--- src/sv/cdau_pkg.sv ---
// ----------------------------------------------------------------------------
// Calendar date arithmetic package
// Request codes, pipeline stage record and month length helper.
// ----------------------------------------------------------------------------
package cdau_pkg;

    localparam logic [1:0] REQ_ADD   = 2'd0;
    localparam logic [1:0] REQ_SUB   = 2'd1;
    localparam logic [1:0] REQ_LESS  = 2'd2;
    localparam logic [1:0] REQ_VALID = 2'd3;

    // floor(2^22 / 25): quotient estimate for the divisible-by-25 test
    localparam int unsigned RECIP25_SHIFT = 22;
    localparam logic [17:0] RECIP25       = 18'd167772;

    typedef struct packed {
        logic [1:0]         kind;
        logic signed [15:0] year;   // year used for the month length lookup
        logic signed [5:0]  month;  // month used for the month length lookup
        logic signed [6:0]  day;    // day sum, day difference or raw day
        logic               flag;   // compare result
    } stage_t;

    function automatic logic [4:0] month_len(input logic signed [5:0] m, input logic leap);
        logic [4:0] len;
        begin
            case (m) inside
                6'sd4, 6'sd6, 6'sd9, 6'sd11: len = 5'd30;
                6'sd2:                       len = leap ? 5'd29 : 5'd28;
                default:                     len = 5'd31;
            endcase
            return len;
        end
    endfunction

endpackage

--- src/sv/cdau_leap.sv ---
// ----------------------------------------------------------------------------
// Leap year pipe
// Two-stage leap test: |y| times a reciprocal of 25, then remainder check.
// ----------------------------------------------------------------------------
module cdau_leap
    import cdau_pkg::*;
(
    input  logic               clk,
    input  logic               en,
    input  logic signed [15:0] year,
    output logic               leap
);

    logic [15:0] abs_year;
    logic [15:0] a_reg;
    logic [33:0] prod_reg;
    logic [11:0] quot;
    logic [15:0] rem;
    logic        div25;
    logic        leap_next;
    logic        leap_reg;

    // magnitude of -32768 is 32768, still fits 16 bits unsigned
    assign abs_year = year[15] ? 16'(-year) : 16'(year);

    always_ff @(posedge clk)
    begin
        if (en)
        begin
            a_reg    <= abs_year;
            prod_reg <= 34'(abs_year) * 34'(RECIP25);
        end
    end

    // estimate is floor(a/25) or one less, so remainder is below 50
    assign quot  = prod_reg[33:RECIP25_SHIFT];
    assign rem   = a_reg - 16'({quot, 4'd0} + {1'b0, quot, 3'd0} + {4'd0, quot});
    assign div25 = (rem == 16'd0) || (rem == 16'd25);

    // div by 400 = div by 16 and 25; div by 4 but not 100 = div by 4, not 25
    assign leap_next = (div25 && (a_reg[3:0] == 4'd0)) || (!div25 && (a_reg[1:0] == 2'd0));

    always_ff @(posedge clk)
    begin
        if (en)
        begin
            leap_reg <= leap_next;
        end
    end

    assign leap = leap_reg;

endmodule

--- src/sv/calendar_date_arithmetic_unit.sv ---
// ----------------------------------------------------------------------------
// Calendar date arithmetic unit
// Gregorian date add/subtract of a period, date compare and validity check.
// Throughput: one item per cycle; the four-stage pipe stalls as a whole
// when the output register is full and not taken.
// Reset: valid bits cleared asynchronously; no clearing pass.
// ----------------------------------------------------------------------------
module calendar_date_arithmetic_unit
    import cdau_pkg::*;
(
    input  logic               clk,
    input  logic               rst_n,
    input  logic               in_valid,
    output logic               in_ready,
    input  logic [1:0]         req_type,
    input  logic [4:0]         date_day,
    input  logic [3:0]         date_month,
    input  logic signed [15:0] date_year,
    input  logic [4:0]         other_day,
    input  logic [3:0]         other_month,
    input  logic signed [15:0] other_year,
    output logic               out_valid,
    input  logic               out_ready,
    output logic [5:0]         res_day,
    output logic [3:0]         res_month,
    output logic signed [15:0] res_year,
    output logic               flag
);

    logic   adv;
    stage_t s1_next;
    stage_t s1_reg;
    stage_t s2_reg;
    stage_t s3_reg;
    logic   v1_reg;
    logic   v2_reg;
    logic   v3_reg;
    logic   v4_reg;
    logic   leap;

    logic [5:0]         res_day_next;
    logic [3:0]         res_month_next;
    logic signed [15:0] res_year_next;
    logic               flag_next;
    logic [5:0]         res_day_reg;
    logic [3:0]         res_month_reg;
    logic signed [15:0] res_year_reg;
    logic               flag_reg;

    assign adv      = !v4_reg || out_ready;
    assign in_ready = adv;

    // ---------------- stage 1: month and day steps, year adder ------------
    logic [4:0]         add_m;
    logic               add_c;
    logic signed [5:0]  sub_md;
    logic signed [5:0]  sub_m1;
    logic signed [6:0]  sub_df;
    logic               sub_b1;
    logic               sub_b2;
    logic [1:0]         sub_b;
    logic               less;

    always_comb
    begin
        add_m  = 5'({1'b0, date_month} + {1'b0, other_month});
        add_c  = (add_m > 5'd12);

        sub_md = $signed({2'b00, date_month}) - $signed({2'b00, other_month});
        sub_b1 = (sub_md <= 6'sd0);
        sub_m1 = sub_b1 ? 6'(sub_md + 6'sd12) : sub_md;
        sub_df = $signed({2'b00, date_day}) - $signed({2'b00, other_day});
        sub_b2 = (sub_df <= 7'sd0) && (sub_m1 == 6'sd1);
        sub_b  = {1'b0, sub_b1} + {1'b0, sub_b2};

        if (date_year != other_year)
            less = (date_year < other_year);
        else if (date_month != other_month)
            less = (date_month < other_month);
        else
            less = (date_day < other_day);

        s1_next       = '0;
        s1_next.kind  = req_type;
        case (req_type)
            REQ_ADD:
            begin
                s1_next.year  = 16'(date_year + other_year + 16'(add_c));
                s1_next.month = add_c ? 6'(add_m - 5'd12) : 6'(add_m);
                s1_next.day   = 7'({2'b00, date_day} + {2'b00, other_day});
            end
            REQ_SUB:
            begin
                s1_next.year  = 16'(date_year - other_year - 16'(sub_b));
                if (sub_df <= 7'sd0)
                    s1_next.month = (sub_m1 != 6'sd1) ? 6'(sub_m1 - 6'sd1) : 6'sd12;
                else
                    s1_next.month = sub_m1;
                s1_next.day   = sub_df;
            end
            REQ_LESS:
            begin
                s1_next.flag  = less;
            end
            default:
            begin
                s1_next.year  = date_year;
                s1_next.month = $signed({2'b00, date_month});
                s1_next.day   = $signed({2'b00, date_day});
            end
        endcase
    end

    // ---------------- stages 2 and 3: leap test on the lookup year --------
    cdau_leap u_leap
    (
        .clk  (clk),
        .en   (adv),
        .year (s1_reg.year),
        .leap (leap)
    );

    always_ff @(posedge clk)
    begin
        if (adv)
        begin
            s1_reg <= s1_next;
            s2_reg <= s1_reg;
            s3_reg <= s2_reg;
        end
    end

    // ---------------- stage 4: single carry/borrow and validity check with month length
    logic [4:0]        len;
    logic signed [6:0] len_s;
    logic signed [6:0] sub_day;

    always_comb
    begin
        len            = month_len(s3_reg.month, leap);
        len_s          = $signed({2'b00, len});
        sub_day        = 7'(s3_reg.day + len_s);
        res_day_next   = '0;
        res_month_next = '0;
        res_year_next  = '0;
        flag_next      = 1'b0;
        case (s3_reg.kind)
            REQ_ADD:
            begin
                res_year_next  = s3_reg.year;
                res_month_next = s3_reg.month[3:0];
                res_day_next   = s3_reg.day[5:0];
                if (s3_reg.day > len_s)
                begin
                    if ((len == 5'd31) && (s3_reg.month == 6'sd12))
                    begin
                        res_month_next = 4'd1;
                        res_year_next  = 16'(s3_reg.year + 16'sd1);
                    end
                    else
                    begin
                        res_month_next = 4'(s3_reg.month + 6'sd1);
                    end
                    res_day_next = 6'(s3_reg.day - len_s);
                end
            end
            REQ_SUB:
            begin
                res_year_next  = s3_reg.year;
                res_month_next = s3_reg.month[3:0];
                res_day_next   = (s3_reg.day <= 7'sd0) ? sub_day[5:0] : s3_reg.day[5:0];
            end
            REQ_LESS:
            begin
                flag_next = s3_reg.flag;
            end
            default:
            begin
                flag_next = (s3_reg.month >= 6'sd1) && (s3_reg.month <= 6'sd12)
                         && (s3_reg.day >= 7'sd1) && (s3_reg.day <= len_s);
            end
        endcase
    end

    always_ff @(posedge clk)
    begin
        if (adv)
        begin
            res_day_reg   <= res_day_next;
            res_month_reg <= res_month_next;
            res_year_reg  <= res_year_next;
            flag_reg      <= flag_next;
        end
    end

    always_ff @(posedge clk or negedge rst_n)
    begin
        if (!rst_n)
        begin
            v1_reg <= 1'b0;
            v2_reg <= 1'b0;
            v3_reg <= 1'b0;
            v4_reg <= 1'b0;
        end
        else if (adv)
        begin
            v1_reg <= in_valid;
            v2_reg <= v1_reg;
            v3_reg <= v2_reg;
            v4_reg <= v3_reg;
        end
    end

    assign out_valid = v4_reg;
    assign res_day   = res_day_reg;
    assign res_month = res_month_reg;
    assign res_year  = res_year_reg;
    assign flag      = flag_reg;

`ifndef SYNTH
    // an empty output slot never holds back the input side
    a_ready_when_empty: assert property (@(posedge clk) disable iff (!rst_n)
        !out_valid |-> in_ready)
        else $error("input stalled with empty output register");

    // compare and validity items carry no date
    a_flag_no_date: assert property (@(posedge clk) disable iff (!rst_n)
        (out_valid && flag) |-> (res_day == 6'd0 && res_month == 4'd0 && res_year == 16'sd0))
        else $error("flagged result carries a date");

    // a stalled output freezes the whole pipe
    a_stall_freezes: assert property (@(posedge clk) disable iff (!rst_n)
        (out_valid && !out_ready) |=> ($stable(v1_reg) && $stable(v2_reg) && $stable(v3_reg)
                                       && $stable(s3_reg)))
        else $error("pipeline moved during output stall");
`endif

endmodule

--- config.mk ---
export PLATFORM = sky130hd
export DESIGN_NAME = calendar_date_arithmetic_unit
export DESIGN_NICKNAME = d
export VERILOG_FILES = /design/src/sv/cdau_pkg.sv /design/src/sv/cdau_leap.sv /design/src/sv/calendar_date_arithmetic_unit.sv
export SDC_FILE = /design/constraint.sdc
export NUM_CORES = 1
export LEC_CHECK = 0
export BUFFER_PORTS_ARGS = -buffer_cell sky130_fd_sc_hd__buf_2
export CORE_MARGIN = 2
export CORE_UTILIZATION = 55
export DETAILED_ROUTE_END_ITERATION = 8
export PLACE_DENSITY = 0.71
export SYNTH_ARGS = -nofsm -noshare
export SYNTH_HDL_FRONTEND = slang
export SYNTH_HIERARCHICAL = 1
export SYNTH_SLANG_ARGS = --single-unit
export TNS_END_PERCENT = 5
--- constraint.sdc ---
create_clock -name clk -period 9.5 [get_ports clk]
set_input_delay 1.9 -clock clk [delete_from_list [all_inputs] [get_ports clk]]
set_output_delay 1.9 -clock clk [all_outputs]
set_load 0.05 [all_outputs]
======== Yosys cells after proc, flatten, opt, wreduce, memory -nomap -nowiden ========
Cells that the tools add are included.
operators by class
  add/subtract/negate cells ............... 20
  $mul .................................... 1
  div/mod/pow operators ................... 0
  magnitude comparators ................... 12
  eq/ne operators ......................... 16
  shift-type cells ........................ 0
  muxes and demuxes ....................... 21
  bitwise operators ....................... 0
  reduce and logical (&&, ||, !) cells .... 19
operators with widths
  cell                      count
  $pmux W29 S3              1
  $mux W16                  3
  $mux W6                   6
  $mul A16 B16 Y32 const B  1
  $pmux W16 S2              1
  $sub A16 B16 Y16          2
  $add A16 B1 Y16           1
  $add A16 B12 Y16          1
  $add A16 B15 Y16          1
  $add A16 B16 Y16          1
  $add A16 B2 Y16 const B   1
  $eq A16 B5 Y1 const B     1
  $logic_not A16 Y1         1
  $lt A16 B16 Y1            1
  $ne A16 B16 Y1            1
  $neg A16 Y16              1
  $sub A16 B2 Y16           1
  $eq A6 B2 Y1 const B      2
  $eq A6 B3 Y1 const B      2
  $eq A6 B4 Y1 const B      2
  $pmux W6 S2               1
  $mux W4                   2
  $pmux W4 S2               1
  $ge A7 B2 Y1 const B      1
  37 further kinds          53
storage, ports and cells
  register bits after elaboration ......... 176
  latch bits .............................. 0
  memory bits (writable) .................. 0
  bits in read-only memories .............. 0
  output and inout port bits .............. 29
  word-level logic and storage cells ...... 115
  memories kept ........................... 0

======== Logic depth before layout (Yosys ltp) ========
  depth in word-level cells ............... 8
  mapped depth ............................ 27

======== Cells and area by module ========
The synthesis kept the hierarchy.
modules (own cells, without submodules)
  module                         times used  cells an instance  area each (µm²)  seq. area each (µm²)
  calendar_date_arithmetic_unit  1           811                8,503.2          3,793.6
  cdau_leap                      1           752                7,503.4          870.8

======== Worst setup path after synthesis ========
No wires, ideal clock.
  path kind ............................... input to output
  start point ............................. input out_ready
  end point ............................... output in_ready
  data arrival time ....................... 5.996 ns
  required time ........................... 7.600 ns
  setup slack ............................. 1.604 ns
  cell stages on the path ................. 1
  cells stage by stage .................... nand2b_1
between the ends
  cells in the longest elaborated chain, start to end .. 1
ends and longest elaborated chain
  what                line                                 source
  start: declaration  calendar_date_arithmetic_unit.sv:23  input logic out_ready,
  $logic_or A1 B1 Y1  calendar_date_arithmetic_unit.sv:50  assign adv = !v4_reg || out_ready;
  end: declaration    calendar_date_arithmetic_unit.sv:14  output logic in_ready,
No other way between the ends.

======== Worst setup path in the final report ========
  start point ............................. register s1_reg[14] (netlist bit)
  end point ............................... register u_leap.prod_reg[33] (data pin)
between the ends
  cells in the longest elaborated chain, start to end .. 3
ends and longest elaborated chain
  what                      line                                  source
  start: declaration        calendar_date_arithmetic_unit.sv:32   stage_t s1_reg;
  start signal: assignment  calendar_date_arithmetic_unit.sv:127  s1_reg <= s1_next;
  $neg A16 Y16              cdau_leap.sv:24                       assign abs_year = year[15] ? 16'(-year) : 16'(year);
  $mux W16                  cdau_leap.sv:24
  net u_leap.abs_year[11]   cdau_leap.sv:14                       logic [15:0] abs_year;
  $mul A16 B16 Y32          cdau_leap.sv:31                       prod_reg <= 34'(abs_year) * 34'(RECIP25);
  end signal: assignment    cdau_leap.sv:31
  end: declaration          cdau_leap.sv:16                       logic [33:0] prod_reg;
The timed path passes the listed nets, and every way through them passes these cells.
A chain may end at the register's enable or synchronous reset.

==> impl_metrics.toml <==
[outcome]
status = "finished, final reports clean"

[synth]
synth.distinct_cells = 92
syn_area_um2 = 16010
syn_inst = 1563
synthArstFlopShare_pct = 2.564
synth_most_common_cell = "inv_1"
yosysTopAreaCell = "edfxtp_1"
yosys_register_bits = 156
yosysSeqAreaShare_pct = 29.14
syn-num-nets = 1993
synth_warnings = 6
synth_top_area_share_pct = 28.52
synth_edf_count = 152
ys.flop_type = "edfxtp_1"
ys_top_cells_by_area = "edfxtp_1 29%, ha_1 20%, fa_1 15%"
synth_common_cells = "313 x inv_1, 255 x ha_1, 152 x edfxtp_1"
synth.avg_cell_area_um2 = 10.24

[routing]
num_vias = 10956
finalWirelength_mm = 33.07
firstDrtPassIters = 7
ant_nets = 0
dr.first_iter.drc_count = 681
vias_per_cell = 5.337
avgRoutedWirePerCell_um = 16.11
drc = 0

[setup_path]
rr_endpoint = "u_leap/prod_reg[33]$_DFFE_PP_"
endpoint_kind = "flop"
critPathLaunch = "s1_reg[14]$_DFFE_PP_"
cpPeakStageDelay_ns = 0.57
crit_end = "u_leap/prod_reg[33]$_DFFE_PP_"
reg2reg_from = "s1_reg[14]$_DFFE_PP_"
path_cells = "or3_1 -> nand2b_4 -> or3_4 -> nand2_2 -> xor2_4 -> inv_1 -> ha_1 -> fa_1 -> fa_1 -> fa_1 -> fa_1 -> inv_1 -> fa_1 -> inv_1 -> ha_1 -> a21oi_1 -> o21ai_0 -> nor3_1 -> a211oi_2 -> a21oi_4 -> a211oi_1 -> or2_1 -> a311oi_1"
critPathMaxFanout = 9
worstPathArrival_ns = 7.73
rr_worst_depth = 23
cp_data_required_time_ns = 9.66
crit_type = "flop to flop"
critical_path.most_common_cell = "fa_1"
cp-start-kind = "flop"
reg2reg_slack_ns = 1.92
cpMaxStageDelayCell = "a211oi_2"

[layout]
fillers = 2413
seq_area_um2 = 4664
stdcell_area_um2 = 17460
multiInputGateArea_um2 = 10060
nNetsFinal = 2084
area_growth_syn_to_layout_pct = 9.091
drive_above_1_share_pct = 10.68

[floorplanning]
io_pins = 85
die_h_um = 174.6
start_util_pct = 55.77
die-area_um2 = 30480
rows = 62
core_area_um2 = 28700
die_w_um = 174.6

[clock_network]
cts_tree = "done"
numCtsBuffers = 17
insertion_delay_ns = 0.42
clockBufferDepth = 2
clkTransAtPathRegs_ns = 0.07
cts_num_sinks = 156
cts-root-buf = "clkbuf_16"
ctsHoldBuffers = 0
cts_resized = 0
htreeDepth = 4
cts_setup_buffers = 0

[sta]
skew_ns = 0.008477
rsz0062_at_grt = "no"
worst_slew_pin_slew_ns = 1.076
whs_ns = 0.4167
fin_tns_setup_ns = 0
relSlewSlack_pct = 28.24
finalHoldViolCount = 0
period_share_pct = 79.74
timing.fmax_mhz = 132.0
setup_viol = 0
report.final.slew_viol_count = 0
finalCriticalPeriod_ns = 7.576

[global_route]
antenna_found_initial = 3
grt_pass1_vias = 10872
grt_max_degree = 89
grt_usage_pct = 22.56
grt_pass1_wl_mm = 55.02
grt-ovfl-total = 0

[placement]
place_congestion = 0.9428
placed_cell_area_um2 = 16890
dpl.hpwl_mm = 27.18
io_buffers = 84

[flow_run]
cap_violations = 0

[hold_path]
hp-class = "flop to flop"
## routing by layer
layer | vias to the layer above | track usage, % | wire (um) | part of all wire, %
met4 | 2 | 6.840 | 718 | 2.2
li1 | 5468 | - | - | -
met2 | 272 | 35.42 | 14960 | 45
met3 | 58 | 2.872 | 1331 | 4.0
met5 | - | 0 | 8 | 0.024
met1 | 5156 | 32.93 | 16050 | 49
## cell usage in the layout, fill, tap and decap left out, types with 6 or more instances in the layout
cell	Yosys	final
inv_1	313	313
ha_1	255	255
edfxtp_1	152	152
fa_1	119	119
nor2_1	96	96
buf_2	2	84
a21oi_1	75	75
nand2_1	69	69
xnor2_1	65	65
o21ai_0	55	55
xor2_1	33	33
nand3_1	25	25
nor3_1	23	23
nand2b_1	18	17
clkbuf_16	0	17
a31oi_1	16	16
nand4_1	13	13
a211oi_1	12	12
a21o_1	11	11
o21bai_1	10	10
o211ai_1	9	9
o21a_1	9	9
mux2i_1	9	9
buf_4	2	9
o21ai_1	8	8
o31ai_1	8	8
nor2b_1	7	7
inv_2	6	6
or3_1	6	6
## critical path: cells and delay by family (launching register included)
kind / cells / cell delay, ns
simple gates: 6 / 1.42
compound gates: 6 / 1.54
xor+xnor: 1 / 0.26
flops: 1 / 0.55
fa+ha+maj: 7 / 3.22
buf+inv: 3 / 0.29
## worst min-delay path by stage
stage / start / end / slack (ns) / cells after the start
floorplan: s1_reg[0]$_SDFFCE_PP0P_ / s2_reg[0]$_DFFE_PP_ / 0.40 / 0
global placement: s1_reg[5]$_DFFE_PP_ / s2_reg[5]$_DFFE_PP_ / 0.40 / 0
detailed placement: s1_reg[11]$_DFFE_PP_ / s2_reg[11]$_DFFE_PP_ / 0.40 / 0
CTS: s2_reg[23]$_DFFE_PP_ / s3_reg[23]$_DFFE_PP_ / 0.42 / 0
global route: s1_reg[1]$_DFFE_PP_ / s2_reg[1]$_DFFE_PP_ / 0.42 / 0
finish: s2_reg[23]$_DFFE_PP_ / s3_reg[23]$_DFFE_PP_ / 0.42 / 0
## metrics by stage
stage          std cells  utilization [%]  worst slack, ns
2_1_floorplan       1563                -            1.604
3_3_place_gp        2019            58.85            2.122
3_5_place_dp        2019            58.85            2.013
4_1_cts             2051            60.82            1.928
5_1_grt             2053            60.84            1.516
6_report            2053            60.84            1.924
## kinds of logic after synthesis
group           after synthesis  synth area share (%)
compound gates              273                 11.45
xor+xnor                    104                 6.042
fa+ha+maj                   374                 34.82
buf+inv                     340                 8.082
flops                       156                 29.14
mux                          15                 1.008
simple gates                301                 9.458
## final cells by class
cell class / count / area share, %
multi-input combinational: 1067 / 57.62
sequential: 156 / 26.71
clock buffer: 19 / 2.479
clock inverter: 13 / 0.7524
antenna: 2 / 0.02866
timing repair buffer: 93 / 2.795
inverter: 319 / 6.857
tap: 384 / 2.752
Power is not shown: default switching activity piles up to over one toggle a cycle in this logic, so the estimate is an artifact.
